--- config.mk ---
export PLATFORM = sky130hd
export DESIGN_NAME = heart_rate_median_gate_top
export DESIGN_NICKNAME = d
export VERILOG_FILES = /design/src/hdl/hrmg_pkg.sv /design/src/hdl/heart_rate_median_gate_top.sv
export SDC_FILE = /design/constraint.sdc
export NUM_CORES = 1
export LEC_CHECK = 0
export BUFFER_PORTS_ARGS = -buffer_cell sky130_fd_sc_hd__buf_2
export CORE_UTILIZATION = 55
export DETAILED_ROUTE_END_ITERATION = 8
export PLACE_DENSITY = 0.78
export SLEW_MARGIN = 20
export SYNTH_ARGS = -nofsm -noshare
export SYNTH_HDL_FRONTEND = slang
export SYNTH_SLANG_ARGS = --single-unit
--- constraint.sdc ---
create_clock -name clk -period 13.2 [get_ports clk]
set_input_delay 2.64 -clock clk [delete_from_list [all_inputs] [get_ports clk]]
set_output_delay 2.64 -clock clk [all_outputs]
set_load 0.05 [all_outputs]
--- src/hdl/hrmg_pkg.sv ---
// Package with state type, register indexes, status codes and constants of the heart-rate gate.
package hrmg_pkg;

  typedef enum logic [2:0] {
    ST_IDLE,
    ST_DIV,
    ST_SORT,
    ST_EVAL,
    ST_STATUS,
    ST_OUT
  } state_t;

  typedef enum logic [1:0] {
    STAT_ABSENT = 2'd0,
    STAT_WARMUP = 2'd1,
    STAT_UNSTABLE = 2'd2,
    STAT_VALID = 2'd3
  } status_t;

  localparam logic [2:0] REG_THRESH = 3'd0;
  localparam logic [2:0] REG_SPREAD = 3'd1;
  localparam logic [2:0] REG_DELTA = 3'd2;
  localparam logic [2:0] REG_CONFIRM = 3'd3;
  localparam logic [2:0] REG_STALE = 3'd4;

  localparam logic [31:0] MIN_INTERVAL = 32'd236;
  localparam logic [31:0] MAX_INTERVAL = 32'd2999;
  localparam logic [15:0] MS_PER_MIN = 16'd60000;

endpackage

--- src/hdl/heart_rate_median_gate_top.sv ---
// Top level of the heart-rate median gate: sequencer, shared divider and window sorter.
//
//  Channel   Direction  Protocol  Contents
//  in_       slave      stream    tdata: ir_level[17:0], beat_seen[18], time_ms[50:19]
//  out_      master     stream    tdata: finger_on, status, heart_bpm, window_median, spread
//  cfg_      slave      APB       five registers at byte addresses 0, 4, 8, 12, 16
//
// A sample without an accepted beat goes from its transfer through the status state to the output state.
// An accepted beat adds the restoring divider, the load of the window and odd-even
// transposition sort through one shared compare-exchange row, and the evaluation state.
// Reset is synchronous; it clears control, configuration and window, not the data registers.
// in_tready is low from a transfer until its result has been taken.
module heart_rate_median_gate_top #(
  parameter int WINDOW_SIZE = 8
) (
  input  logic        clk,
  input  logic        rst_n,
  input  logic        in_tvalid,
  output logic        in_tready,
  input  logic [55:0] in_tdata,   // ir_level[17:0], beat_seen[18], time_ms[50:19], zeros
  output logic        out_tvalid,
  input  logic        out_tready,
  output logic [31:0] out_tdata,  // finger_on[0], status[2:1], heart_bpm[10:3],
                                  // window_median[18:11], window_spread[26:19], zeros
  input  logic        cfg_psel,
  input  logic        cfg_penable,
  input  logic        cfg_pwrite,
  input  logic [4:0]  cfg_paddr,
  input  logic [31:0] cfg_pwdata,
  output logic [31:0] cfg_prdata,
  output logic        cfg_pready
);

  localparam int SW = $clog2(WINDOW_SIZE);
  localparam int CW = $clog2(WINDOW_SIZE + 1);

  hrmg_pkg::state_t state_r, state_nxt;

  logic [17:0] thresh_r;
  logic [7:0]  spread_lim_r, delta_r;
  logic [3:0]  confirm_need_r;
  logic [15:0] stale_r;

  logic [7:0]    win_r [WINDOW_SIZE];
  logic [7:0]    srt_r [WINDOW_SIZE];
  logic [SW-1:0] slot_r;
  logic [CW-1:0] fill_r;
  logic [7:0]    median_r, spread_r, trusted_r, cand_r;
  logic          stable_r, trust_r, match_r, finger_r, have_prev_r;
  logic [3:0]    conf_r;
  logic [31:0]   prev_t_r, acc_t_r, now_r;
  logic          on_r;
  logic [15:0]   rem_r;
  logic [11:0]   div_r;
  logic [7:0]    quo_r;
  logic [4:0]    cnt_r;
  logic [31:0]   out_r;

  logic [17:0] in_ir;
  logic        in_beat;
  logic [31:0] in_time;
  assign in_ir = in_tdata[17:0];
  assign in_beat = in_tdata[18];
  assign in_time = in_tdata[50:19];

  logic in_fire, out_fire, cfg_wr;
  assign in_fire = in_tvalid && in_tready;
  assign out_fire = out_tvalid && out_tready;
  assign cfg_wr = cfg_psel && cfg_penable && cfg_pwrite && cfg_pready;
  assign cfg_pready = 1'b1;
  assign in_tready = (state_r == hrmg_pkg::ST_IDLE);
  assign out_tvalid = (state_r == hrmg_pkg::ST_OUT);
  assign out_tdata = out_r;

  always_comb begin
    cfg_prdata = '0;
    unique case (cfg_paddr[4:2])
      hrmg_pkg::REG_THRESH: cfg_prdata = {14'd0, thresh_r};
      hrmg_pkg::REG_SPREAD: cfg_prdata = {24'd0, spread_lim_r};
      hrmg_pkg::REG_DELTA: cfg_prdata = {24'd0, delta_r};
      hrmg_pkg::REG_CONFIRM: cfg_prdata = {28'd0, confirm_need_r};
      hrmg_pkg::REG_STALE: cfg_prdata = {16'd0, stale_r};
      default: cfg_prdata = '0;
    endcase
  end

  // Interval checks for a beat accepted in this transfer, from the clean state if new contact.
  logic [31:0] interval;
  logic        have_prev_eff, acc_ok;
  assign have_prev_eff = finger_r && have_prev_r;
  assign interval = in_time - prev_t_r;
  assign acc_ok = have_prev_eff && in_beat && interval >= hrmg_pkg::MIN_INTERVAL &&
                  interval <= hrmg_pkg::MAX_INTERVAL;

  // Restoring divider step, one quotient bit per cycle.
  logic [3:0]  bit_idx;
  logic        div_bit;
  logic [16:0] trial;
  assign bit_idx = 4'd15 - cnt_r[3:0];
  assign div_bit = hrmg_pkg::MS_PER_MIN[bit_idx];
  assign trial = {rem_r, div_bit} - {5'd0, div_r};

  // Shared compare-exchange row for odd-even transposition sort.
  logic [7:0] row [WINDOW_SIZE];
  always_comb begin
    for (int i = 0; i < WINDOW_SIZE; i++) row[i] = srt_r[i];
    for (int i = 0; i + 1 < WINDOW_SIZE; i++) begin
      if ((i % 2) == int'(cnt_r[0]) && srt_r[i] > srt_r[i+1]) begin
        row[i] = srt_r[i+1];
        row[i+1] = srt_r[i];
      end
    end
  end

  logic [7:0] med_c, spr_c, dc, dt;
  logic [8:0] msum;
  assign msum = {1'b0, srt_r[WINDOW_SIZE/2-1]} + {1'b0, srt_r[WINDOW_SIZE/2]};
  assign med_c = msum[8:1];
  assign spr_c = srt_r[WINDOW_SIZE-1] - srt_r[0];
  assign dc = (med_c > cand_r) ? med_c - cand_r : cand_r - med_c;
  assign dt = (med_c > trusted_r) ? med_c - trusted_r : trusted_r - med_c;

  logic [31:0] age;
  assign age = now_r - acc_t_r;

  always_comb begin
    state_nxt = state_r;
    unique case (state_r)
      hrmg_pkg::ST_IDLE: if (in_fire) begin
        state_nxt = acc_ok && (in_ir >= thresh_r) ? hrmg_pkg::ST_DIV : hrmg_pkg::ST_STATUS;
      end
      hrmg_pkg::ST_DIV: if (cnt_r == 5'd15) begin
        state_nxt = hrmg_pkg::ST_SORT;
      end
      hrmg_pkg::ST_SORT: if (32'(cnt_r) == 32'(WINDOW_SIZE)) begin
        state_nxt = hrmg_pkg::ST_EVAL;
      end
      hrmg_pkg::ST_EVAL: state_nxt = hrmg_pkg::ST_STATUS;
      hrmg_pkg::ST_STATUS: state_nxt = hrmg_pkg::ST_OUT;
      hrmg_pkg::ST_OUT: if (out_fire) begin
        state_nxt = hrmg_pkg::ST_IDLE;
      end
      default: state_nxt = hrmg_pkg::ST_IDLE;
    endcase
  end

  always_ff @(posedge clk) begin
    if (!rst_n) begin
      state_r <= hrmg_pkg::ST_IDLE;
      thresh_r <= 18'd50000;
      spread_lim_r <= 8'd18;
      delta_r <= 8'd8;
      confirm_need_r <= 4'd2;
      stale_r <= 16'd5000;
      for (int i = 0; i < WINDOW_SIZE; i++) win_r[i] <= '0;
      slot_r <= '0;
      fill_r <= '0;
      median_r <= '0;
      spread_r <= '0;
      stable_r <= 1'b0;
      trusted_r <= '0;
      trust_r <= 1'b0;
      match_r <= 1'b0;
      cand_r <= '0;
      conf_r <= '0;
      finger_r <= 1'b0;
      have_prev_r <= 1'b0;
      prev_t_r <= '0;
      acc_t_r <= '0;
      cnt_r <= '0;
    end else begin
      state_r <= state_nxt;
      if (cfg_wr) begin
        unique case (cfg_paddr[4:2])
          hrmg_pkg::REG_THRESH: thresh_r <= cfg_pwdata[17:0];
          hrmg_pkg::REG_SPREAD: spread_lim_r <= cfg_pwdata[7:0];
          hrmg_pkg::REG_DELTA: delta_r <= cfg_pwdata[7:0];
          hrmg_pkg::REG_CONFIRM: confirm_need_r <= cfg_pwdata[3:0];
          hrmg_pkg::REG_STALE: stale_r <= cfg_pwdata[15:0];
          default: ;
        endcase
      end
      unique case (state_r)
        hrmg_pkg::ST_IDLE: if (in_fire) begin
          now_r <= in_time;
          on_r <= (in_ir >= thresh_r);
          rem_r <= '0;
          div_r <= interval[11:0];
          cnt_r <= '0;
          if ((in_ir >= thresh_r) != finger_r || !(in_ir >= thresh_r)) begin
            if (finger_r || (in_ir >= thresh_r)) begin
              for (int i = 0; i < WINDOW_SIZE; i++) win_r[i] <= '0;
              slot_r <= '0;
              fill_r <= '0;
              median_r <= '0;
              spread_r <= '0;
              stable_r <= 1'b0;
              trusted_r <= '0;
              trust_r <= 1'b0;
              match_r <= 1'b0;
              cand_r <= '0;
              conf_r <= '0;
              acc_t_r <= '0;
              have_prev_r <= 1'b0;
              prev_t_r <= '0;
            end
          end
          finger_r <= (in_ir >= thresh_r);
          if ((in_ir >= thresh_r) && in_beat) begin
            have_prev_r <= 1'b1;
            prev_t_r <= in_time;
          end
        end
        hrmg_pkg::ST_DIV: begin
          if (!trial[16]) begin
            rem_r <= trial[15:0];
            quo_r <= {quo_r[6:0], 1'b1};
          end else begin
            rem_r <= {rem_r[14:0], div_bit};
            quo_r <= {quo_r[6:0], 1'b0};
          end
          cnt_r <= (cnt_r == 5'd15) ? 5'd0 : cnt_r + 5'd1;
        end
        hrmg_pkg::ST_SORT: begin
          if (cnt_r == '0) begin
            for (int i = 0; i < WINDOW_SIZE; i++) begin
              srt_r[i] <= (i == int'(slot_r)) ? quo_r : win_r[i];
            end
            win_r[slot_r] <= quo_r;
            slot_r <= (32'(slot_r) == 32'(WINDOW_SIZE - 1)) ? '0 : slot_r + SW'(1);
            if (32'(fill_r) < 32'(WINDOW_SIZE)) fill_r <= fill_r + CW'(1);
            acc_t_r <= now_r;
          end else begin
            for (int i = 0; i < WINDOW_SIZE; i++) srt_r[i] <= row[i];
          end
          cnt_r <= cnt_r + 5'd1;
        end
        hrmg_pkg::ST_EVAL: begin
          match_r <= 1'b0;
          if (32'(fill_r) < 32'(WINDOW_SIZE)) begin
            stable_r <= 1'b0;
          end else begin
            median_r <= med_c;
            spread_r <= spr_c;
            stable_r <= (spr_c <= spread_lim_r);
            if (spr_c <= spread_lim_r) begin
              if (!trust_r) begin
                if (conf_r == '0 || dc > delta_r) begin
                  cand_r <= med_c;
                  conf_r <= 4'd1;
                end else begin
                  if (conf_r < 4'd15) conf_r <= conf_r + 4'd1;
                  if (((conf_r < 4'd15) ? conf_r + 4'd1 : conf_r) >= confirm_need_r) begin
                    trusted_r <= med_c;
                    trust_r <= 1'b1;
                    match_r <= 1'b1;
                  end
                end
              end else if (dt <= delta_r) begin
                trusted_r <= med_c;
                match_r <= 1'b1;
              end
            end
          end
        end
        default: ;
      endcase
    end
  end

  // Result word is built once all state of this transfer has settled.
  always_ff @(posedge clk) begin
    if (state_r == hrmg_pkg::ST_STATUS) begin
      out_r <= '0;
      out_r[0] <= on_r;
      out_r[18:11] <= median_r;
      out_r[26:19] <= spread_r;
      if (!on_r) begin
        out_r[2:1] <= hrmg_pkg::STAT_ABSENT;
      end else if (32'(fill_r) < 32'(WINDOW_SIZE) || !trust_r) begin
        out_r[2:1] <= hrmg_pkg::STAT_WARMUP;
      end else if (age >= {16'd0, stale_r} || !stable_r || !match_r) begin
        out_r[2:1] <= hrmg_pkg::STAT_UNSTABLE;
      end else begin
        out_r[2:1] <= hrmg_pkg::STAT_VALID;
        out_r[10:3] <= trusted_r;
      end
    end
  end

  a_ready_out: assert property (@(posedge clk) disable iff (!rst_n)
    !(in_tready && out_tvalid)) else $error("ready while result pending");
  a_hold_out: assert property (@(posedge clk) disable iff (!rst_n)
    out_tvalid && !out_tready |=> out_tvalid && $stable(out_tdata))
    else $error("result changed while stalled");
  a_valid_bpm: assert property (@(posedge clk) disable iff (!rst_n)
    out_tvalid && out_tdata[2:1] != hrmg_pkg::STAT_VALID |-> out_tdata[10:3] == 8'd0)
    else $error("bpm shown without valid status");
  a_fill: assert property (@(posedge clk) disable iff (!rst_n)
    32'(fill_r) <= 32'(WINDOW_SIZE)) else $error("fill count overflow");

endmodule
# Word-level counts from Yosys, hierarchy flattened

Memories as Yosys holds them, arrays and structs flattened.
Index checks and enable logic that the tools add are counted.

Bits in latches: 0
Word-level logic and storage cells: 309
Bits in read-only memories: 16
Memories: 3
Input bits: 100
Flip-flop bits (word level): 270
Output and inout bits: 67
RAM bits: 128

Memory list:

| name             | words | width | rd ports | clocked after memory_dff | wr ports | RTL line                          | text |
|---|---|---|---|---|---|---|---|
| srt_r            | 8     | 8     | 8        | 0                        | 8        | heart_rate_median_gate_top.sv:45  | `logic [7:0] srt_r [WINDOW_SIZE];` |
| win_r            | 8     | 8     | 8        | 0                        | 8        | heart_rate_median_gate_top.sv:44  | `logic [7:0] win_r [WINDOW_SIZE];` |
| (name not given) | 16    | 1     | 1        | 0                        | 0        | heart_rate_median_gate_top.sv:100 | `assign div_bit = hrmg_pkg::MS_PER_MIN[bit_idx];` |

$lt $le $gt $ge: 20
Bitwise logic cells: 18
Mux-type cells: 128
Equal/unequal tests: 35
$mul: 0
Add/sub/neg operators: 14
Reduce and logical (&&, ||, !) cells: 61
Divide/modulo/power cells: 0
Shift-type cells: 0

Operator list:

| operator                                                            | count |
|---|---|
| two-way mux 8 bit                                                   | 42 |
| two-way mux 32 bit                                                  | 5 |
| two-way mux 16 bit                                                  | 9 |
| case mux 18 bit (5 select lines)                                    | 1 |
| > comparator 8 bit                                                  | 10 |
| case mux 32 bit (2 select lines)                                    | 1 |
| case mux 8 bit (2 select lines)                                     | 4 |
| subtractor 32 bit                                                   | 2 |
| two-way mux 4 bit                                                   | 10 |
| subtractor 8 bit                                                    | 5 |
| two-way mux 1 bit                                                   | 34 |
| two-way mux 3 bit                                                   | 11 |
| greater-or-equal comparator 32 x 16 -> 1 bit                        | 1 |
| greater-or-equal comparator 32 x 8 -> 1 bit (second input constant) | 1 |
| <= comparator 32 x 12 -> 1 bit (second input constant)              | 1 |
| case mux 16 bit (2 select lines)                                    | 1 |
| greater-or-equal comparator 18 bit                                  | 1 |
| case mux 3 bit (6 select lines)                                     | 1 |
| logical AND 1 bit                                                   | 17 |
| subtractor 17 x 12 -> 17 bit                                        | 1 |
| <= comparator 8 bit                                                 | 2 |
| inequality test 2 bit (second input constant)                       | 8 |
| OR 1 bit                                                            | 16 |
| case mux 4 bit (2 select lines)                                     | 2 |
| other kinds (41)                                                    | 90 |

# Logic depth before layout (Yosys ltp)

Gate-level depths: netlist (run 1).
An unclocked memory read counts as a cell.

Depth after elaboration: 11
Mapped depth: 31
Depth with buffers taken out: 31

# Worst setup path after synthesis (run 1)

OpenSTA, ideal clock, no wires.

Kind: input to output
Start: input cfg_paddr[2]
End: output cfg_prdata[4]
Stages: 5
Path buffers: 2
Data required time: 10.560 ns
Data arrival time: 4.462 ns
Setup slack: 6.098 ns
Cell sequence: clkbuf_1 -> nor2b_1 -> clkbuf_1 -> a21oi_1 -> o21ai_0

Cells in the longest elaborated chain, start to end: 2

Ends and longest elaborated chain:

| what                                        | RTL line                         | text |
|---|---|---|
| from (decl)                                 | heart_rate_median_gate_top.sv:28 | `input logic [4:0] cfg_paddr,` |
| equality test 3 bit (tied with other cells) | heart_rate_median_gate_top.sv:77 | `unique case (cfg_paddr[4:2])` |
| case mux 18 bit (5 select lines) (*)        | heart_rate_median_gate_top.sv:77 |  |
| to (decl)                                   | heart_rate_median_gate_top.sv:30 | `output logic [31:0] cfg_prdata,` |

Mark *: on every way between the ends. The rest lies on a longest branch, timed or not.

==> flow_metrics.env, run 1 <==
export IMPL_fillCellCount=3850
export IMPL_first_iter_violations=1773
export IMPL_wl_per_cell_microns=18.7
export IMPL_cts_sinks=398
export IMPL_period_minus_slack_ns=7.23
export IMPL_grt_overflow_total=0
export IMPL_grt_max_degree=98
export IMPL_ys_types=86
export IMPL_hold_buffers=0
export IMPL_top_usage_layer="met2"
export IMPL_core_sq_um=46500
export IMPL_rsz0062_at_grt="no"
export IMPL_dieHeight_microns=219
export IMPL_cts_tree="done"
export IMPL_tightest_slew_ns=1.10
export IMPL_totalWireLength_microns=66700
export IMPL_ys_top_cells_by_area="edfxtp_1, dfxtp_1, ha_1"
export IMPL_num_rows=79
export IMPL_final_antenna_net_count=0
export IMPL_endpoint_kind="flop"
export IMPL_antenna_found_initial=1
export IMPL_initial_core_util_pct=55.7
export IMPL_clock_path_buffers=3
export IMPL_synthArstFlopShare_pct=0
export IMPL_synth_edf_count=224
export IMPL_io_buffers=125
export IMPL_avgSynthCellArea_sq_um=9.06
export IMPL_fmax_mhz=138
export IMPL_worst_path_largest_cell_delay_ns=0.77
export IMPL_cts_root_buf="clkbuf_16"
export IMPL_grt_pass1_vias=20000
export IMPL_hold_viol=0
export IMPL_viasPerCell=6.00
export IMPL_globalRouteMet3Util_pct=4.32
export IMPL_critPathSlowestCell="nor4_1"
export IMPL_p_per_area_nw_per_um2=111
export IMPL_yosys_area_top_type="edfxtp_1"
export IMPL_yosysWarnings=0
export IMPL_clock_skew_ns=0.0301
export IMPL_place_congestion=0.947
export IMPL_area_delta_synth_final_pct=9.68
export IMPL_finalSetupViolations=0
export IMPL_start_kind="flop"
export IMPL_h_tree_depth=2
export IMPL_critical_path_class="reg -> reg"
export IMPL_drcViolationCount=0
export IMPL_slew_viol_final=0
export IMPL_cap_violations=0
export IMPL_die_area_sq_um=47900
export IMPL_post_route_util_pct=61.1
export IMPL_clkTransAtPathRegs_ns=0.06
export IMPL_ys_ff_latch=398
export IMPL_p_leak_nw=11.7
export IMPL_netlist_instances=2857
export IMPL_grt_pass1_wl_microns=105000
export IMPL_die_w_microns=219
export IMPL_final_nets=3284
export IMPL_arrival_ns=7.68
export IMPL_place_detailed_hpwl_microns=49900
export IMPL_peakVddDrop_uv=121
export IMPL_setup_tns_ns=0
export IMPL_period_share_pct=54.8
export IMPL_firstDrtPassIters=5
export IMPL_path_max_fanout=8
export IMPL_synth_top_area_share_pct=26.0
export IMPL_status="completed"
export IMPL_insertion_delay_ns=0.61
export IMPL_grt_util_met2_pct=43.5
export IMPL_io_pins=167
export IMPL_cts_setup_buffers=0
export IMPL_use_met1_pct=38.2
export IMPL_critPathRequiredTime_ns=13.65
export IMPL_slew_headroom_pct=26.3
export IMPL_cts_buffers=45
export IMPL_hold_class="reg -> reg"
export IMPL_grt_usage_pct=27.5
export IMPL_synth_ff_type="edfxtp_1"
export IMPL_vias=21400
export IMPL_yosysSeqAreaShare_pct=39.4
export IMPL_cts_resized=0
export IMPL_drive_gt1_share_pct=8.45
export IMPL_crit_path_frequent_cell="a21oi_1"
export IMPL_synth_area_sq_um=25900
==> through the flow <==
stage / hold slack (ns) / total power (W) / setup slack [ns] / cells / cell area [sq um]
after floorplan: 0.408 / 0.00178 / 6.10 / 2875 / 26000
after global placement: 0.413 / 0.00189 / 5.75 / 3483 / 26900
after detailed placement: 0.415 / 0.00191 / 5.74 / 3483 / 26900
after CTS: 0.429 / 0.00317 / 6.10 / 3567 / 28400
after global routing: 0.442 / 0.00328 / 5.47 / 3567 / 28400
final: 0.429 / 0.00316 / 5.97 / 3568 / 28400
==> report_power, final <==
part	switching, W	internal, W
registers	0.0000274	0.00136
clock network	0.000545	0.000728
logic	0.000325	0.000177
total	0.000897	0.00227
==> cell type report <==
class,instances,area [sq um],share of cell area [%]
Multi-Input combinational cell,2054,14100,49.7
Sequential cell,398,10200,36.0
Timing Repair Buffer,136,708,2.49
Clock inverter,32,343,1.21
Clock buffer,52,1170,4.13
Inverter,288,1080,3.81
Tap cell,607,759,2.67
Antenna cell,1,2.50,0.00881
==> synth_stat cells, drive strengths merged (6+ instances only) <==
cell     count
a2111oi     11
a211oi      22
a21o        44
a21oi      259
a221oi      46
a22o        31
a22oi       20
a311oi      10
a31oi       26
and2        77
and3        11
buf         36
clkbuf      99
dfxtp      174
edfxtp     224
fa           9
ha         252
inv        288
mux2         6
mux2i      116
nand2      265
nand2b      38
nand3       51
nand4       32
nor2       231
nor2b       42
nor3        42
nor3b        6
nor4        11
o211a        8
o211ai      28
o21a        25
o21ai      109
o21bai      18
o22ai       10
o2bb2ai      9
o31ai        7
or2          7
or3         13
xnor2       50
xor2        29
==> registers in the layout (all words and copies together) (netlist names), 12 cells and up <==
signal and cells:
srt_r 64, now_r 32, win_r 64, acc_t_r 32, rem_r 16, div_r 12, stale_r 16, thresh_r 18
prev_t_r 32, out_tdata 27
==> logic make-up after synthesis <==
kind of cell	after synthesis	synth area share, %
other	2	0.0290
adder cells (fa/ha/maj)	261	12.9
buffers and inverters	423	6.46
AO/OA/AOI/OAI	726	18.3
AND/OR/NAND/NOR	846	15.5
flip-flops	398	39.4
XOR/XNOR	79	2.67
multiplexers	122	4.75
==> worst max-delay path: cells and delay by family (launching register included) <==
kind	cells	cell delay, ns
AOI/OAI and AO/OA	19	3.66
xor gates and xnor gates	2	0.43
adders and majority gates	3	1.00
buffers and inverters	4	0.41
DFF	1	0.52
and+or+nand+nor	3	1.07
==> final timing paths <==
kind               startpoint            end  slack, ns  cells past startpoint
setup / recovery  srt_r[4][1]   trusted_r[1]       5.97                     31
hold / removal    median_r[5]  out_tdata[16]       0.43                      0
setup reg to reg  srt_r[4][1]   trusted_r[1]       5.97                     31
hold reg to reg   median_r[5]  out_tdata[16]       0.43                      0
==> cells in the final DEF, fill, tap and decap left out, drive strengths merged, types with 22 or more instances in the layout <==
cell,instances
a21oi,259
nor3,42
and2,77
nand4,32
dfxtp,174
clkbuf,52
ha,252
edfxtp,224
a22o,31
nor2,231
mux2i,116
a221oi,46
buf,136
a211oi,22
nor2b,42
nand2,265
nand3,51
o211ai,28
a21o,44
xor2,29
nand2b,38
o21a,25
xnor2,50
a31oi,26
inv,292
o21ai,109
==> per-layer routing <==
layer / vias up / routed length (microns)
li1: 10300 / -
met1: 10100 / 29600
met2: 833 / 29900
met3: 141 / 5130
met4: 0 / 2090
met5: - / 0
(Power assumes the default switching activity.)
==> inputs of run 2 (changes only) <==
--- a/config.mk
+++ b/config.mk
@@ -5,6 +5,7 @@
 export SDC_FILE = /design/constraint.sdc
 export NUM_CORES = 1
 export LEC_CHECK = 0
+export ABC_AREA = 1
 export BUFFER_PORTS_ARGS = -buffer_cell sky130_fd_sc_hd__buf_2
 export CORE_UTILIZATION = 55
 export DETAILED_ROUTE_END_ITERATION = 8
==> constraint.sdc (replaced) <==
create_clock -name clk -period 7 [get_ports clk]
set_input_delay 1.4 -clock clk [delete_from_list [all_inputs] [get_ports clk]]
set_output_delay 1.4 -clock clk [all_outputs]
set_load 0.05 [all_outputs]
==> run 2 against run 1 <==
Against the previous run:
- register-to-register slack worse by 4.9 ns
- power rose to 3.1 times the previous value
- setup slack got worse by 4.9 ns
- critical path type unchanged
- flip-flop and latch count unchanged
- synthesized cell count is 19% higher
- combinational power grew to 8.9 times the previous value
- clock skew decreased by 0.0093 ns
- via count grew 8.5%
- sequential share of layout area fell by 0.66 points
- fmax increased by 23%
- largest cell class unchanged
- largest power group is now combinational logic
- clock power is 77% higher
- core utilization down 0.41 points
==> flow_metrics.env, run 2 <==
export IMPL_endpoint_kind="flop"
export IMPL_place_detailed_hpwl_microns=53300
export IMPL_post_route_util_pct=60.7
export IMPL_ys_ff_latch=398
export IMPL_viasPerCell=5.62
export IMPL_die_w_microns=221
export IMPL_hold_buffers=0
export IMPL_clock_path_buffers=3
export IMPL_period_share_pct=84.0
export IMPL_avgSynthCellArea_sq_um=7.80
export IMPL_num_rows=80
export IMPL_synthXorXnorAreaFrac_pct=1.92
export IMPL_grt_pass1_vias=21300
export IMPL_yosysWarnings=0
export IMPL_path_max_fanout=11
export IMPL_setup_tns_ns=0
export IMPL_start_kind="flop"
export IMPL_status="completed"
export IMPL_grt_max_degree=73
export IMPL_ys_types=66
export IMPL_switching_share_pct=42.4
export IMPL_p_per_area_nw_per_um2=343
export IMPL_rr_startpoint="srt_r[3][0]"
export IMPL_period_minus_slack_ns=5.88
export IMPL_die_area_sq_um=49000
export IMPL_dpl_worst_slack_ns=1.15
export IMPL_p_comb_share_pct=45.2
export IMPL_p_switching_w=0.00421
export IMPL_synth_top_family_by_area="simple AND/OR/NAND/NOR gates"
export IMPL_synthAdderAreaFrac_pct=12.6
export IMPL_cap_violations=0
export IMPL_synth_ff_type="edfxtp_1"
export IMPL_final_antenna_net_count=0
export IMPL_antenna_found_initial=3
export IMPL_critical_path_class="reg -> reg"
export IMPL_totalWireLength_microns=69600
export IMPL_clock_skew_ns=0.0208
export IMPL_finalSetupViolations=0
export IMPL_insertion_delay_ns=0.59
export IMPL_p_leak_nw=13.0
export IMPL_synth_most_common_cell="nand2_1"
export IMPL_critPathSlowestCell="xnor2_1"
export IMPL_synth_area_sq_um=26500
export IMPL_crit_family="adder cells"
export IMPL_seqPwrFrac_pct=32.1
export IMPL_synth_top_area_share_pct=25.4
export IMPL_area_delta_synth_final_pct=9.23
export IMPL_vias=23200
export IMPL_cts_resized=0
export IMPL_intPower_w=0.00571
export IMPL_hold_class="reg -> reg"
export IMPL_worst_path_largest_cell_delay_ns=0.55
export IMPL_cts_sinks=398
export IMPL_final_cell_area_sq_um=28900
export IMPL_drive_gt1_share_pct=8.53
export IMPL_synthMuxAreaShare_pct=0.657
export IMPL_synth_edf_count=224
export IMPL_crit_cells=30
export IMPL_netlist_instances=3395
export IMPL_holdCritStartpoint="median_r[0]"
export IMPL_io_pins=167
export IMPL_synth_commonest_cells="nand2_1, inv_1, nor2_1"
export IMPL_cts_tree="done"
export IMPL_first_iter_violations=2231
export IMPL_grt_overflow_total=0
export IMPL_wl_per_cell_microns=16.8
export IMPL_yosys_area_top_type="edfxtp_1"
export IMPL_synthArstFlopShare_pct=0
export IMPL_fmax_mhz=170
export IMPL_cp_endpoint="cand_r[0]"
export IMPL_peakVddDrop_uv=209
export IMPL_ys_top_cells_by_area="edfxtp_1, dfxtp_1, ha_1"
export IMPL_cp_num_buf_inv=5
export IMPL_hold_viol=0
export IMPL_cts_root_buf="clkbuf_16"
export IMPL_drcViolationCount=0
export IMPL_initial_core_util_pct=55.6
export IMPL_io_buffers=125
export IMPL_place_area_sq_um=27500
export IMPL_place_congestion=0.972
export IMPL_firstDrtPassIters=6
export IMPL_slew_viol_final=0
export IMPL_ff2ff_setup_slack_ns=1.12
export IMPL_slew_headroom_pct=26.3
export IMPL_fillCellCount=4231
export IMPL_setup_slack_ns=1.12
export IMPL_arrival_ns=6.35
export IMPL_rsz0062_at_grt="no"
export IMPL_tightest_slew_ns=1.10
export IMPL_final_nets=3843
export IMPL_grt_usage_pct=27.9
export IMPL_whs_ns=0.425
export IMPL_synth_compound_area_share_pct=16.0
export IMPL_clkTransAtPathRegs_ns=0.06
export IMPL_layout_commonest_cell="nand2_1"
export IMPL_crit_start="srt_r[3][0]"
export IMPL_grt_pass1_wl_microns=111000
export IMPL_cts_setup_buffers=0
export IMPL_r2r_end="cand_r[0]"
export IMPL_top_regs="srt_r: 64 flops, win_r: 64 flops"
export IMPL_dieHeight_microns=221
export IMPL_clkPwrFrac_pct=22.7
export IMPL_final_cell_mix="nand2_1, inv_1, nor2_1, a21oi_1, ha_1"
export IMPL_synthSimpleGateAreaFrac_pct=20.9
export IMPL_cts_buffers=43
export IMPL_r2r_cells=30
export IMPL_yosysSeqAreaShare_pct=38.6
export IMPL_critPathRequiredTime_ns=7.47
export IMPL_core_sq_um=47600
export IMPL_h_tree_depth=2
==> run 2: cell count changes in the layout (fill, tap and decap cells not counted), moves of 75 or more <==
cell     delta
mux2i_1   -102
inv_1     +204
o21ai_0    +84
nand2_1   +500
nand3_1    +96
and2_1     -75
==> run 2: kinds of logic (layout without fill, tap and decap cells) <==
family          count (synthesis)  in the layout
simple gates                 1314           1314
compound gates                717            717
buf+inv                       628            732
flops                         398            398
fa+ha+maj                     261            261
xor+xnor                       58             58
mux                            17             17
other cells                     2             22
==> run 2: routing by layer <==
| layer | track usage, % | share of wire [%] | vias to the layer above |
|---|---|---|---|
| met5 | 0 | 0 | - |
| met1 | 39.2 | 45 | 10700 |
| met3 | 3.81 | 7.5 | 114 |
| met2 | 44.4 | 45 | 891 |
| li1 | - | - | 11600 |
| met4 | 9.03 | 2.8 | 0 |
==> run 2: layout make-up <==
cell class              count  area (sq um)  share of cell area (%)
diodes                      2          5.00                  0.0173
clock buffers              60          1240                    4.30
clock inverters            20           153                   0.528
inverters                 513          1930                    6.66
multi-input cells        2387         13900                    48.0
flip-flops and latches    398         10200                    35.3
well taps                 615           769                    2.66
repair buffers            139           731                    2.53
==> run 2: worst min path at each step <==
stage,to,slack [ns],cells past startpoint
after global placement,out_tdata[20],0.42,0
final,out_tdata[11],0.42,0
after CTS,out_tdata[11],0.43,0
after global routing,out_tdata[11],0.43,0
after floorplan,out_tdata[11],0.40,0
after detailed placement,out_tdata[11],0.42,0
==> run 2: stage by stage <==
stage	std cells	power, W
2_1_floorplan	3413	0.00656
6_report	4134	0.00992
3_3_place_gp	4052	0.00754
5_1_grt	4134	0.0106
4_1_cts	4132	0.00989
3_5_place_dp	4052	0.00762
==> run 2: power by group through the flow <==
stage / registers (W) / clock network, W / logic (W)
2_1_floorplan: 0.00339 / 0 / 0.00317
3_3_place_gp: 0.00321 / 0 / 0.00433
4_1_cts: 0.00318 / 0.00228 / 0.00443
5_1_grt: 0.00322 / 0.00238 / 0.00499
6_report: 0.00319 / 0.00225 / 0.00448
3_5_place_dp: 0.00323 / 0 / 0.00440
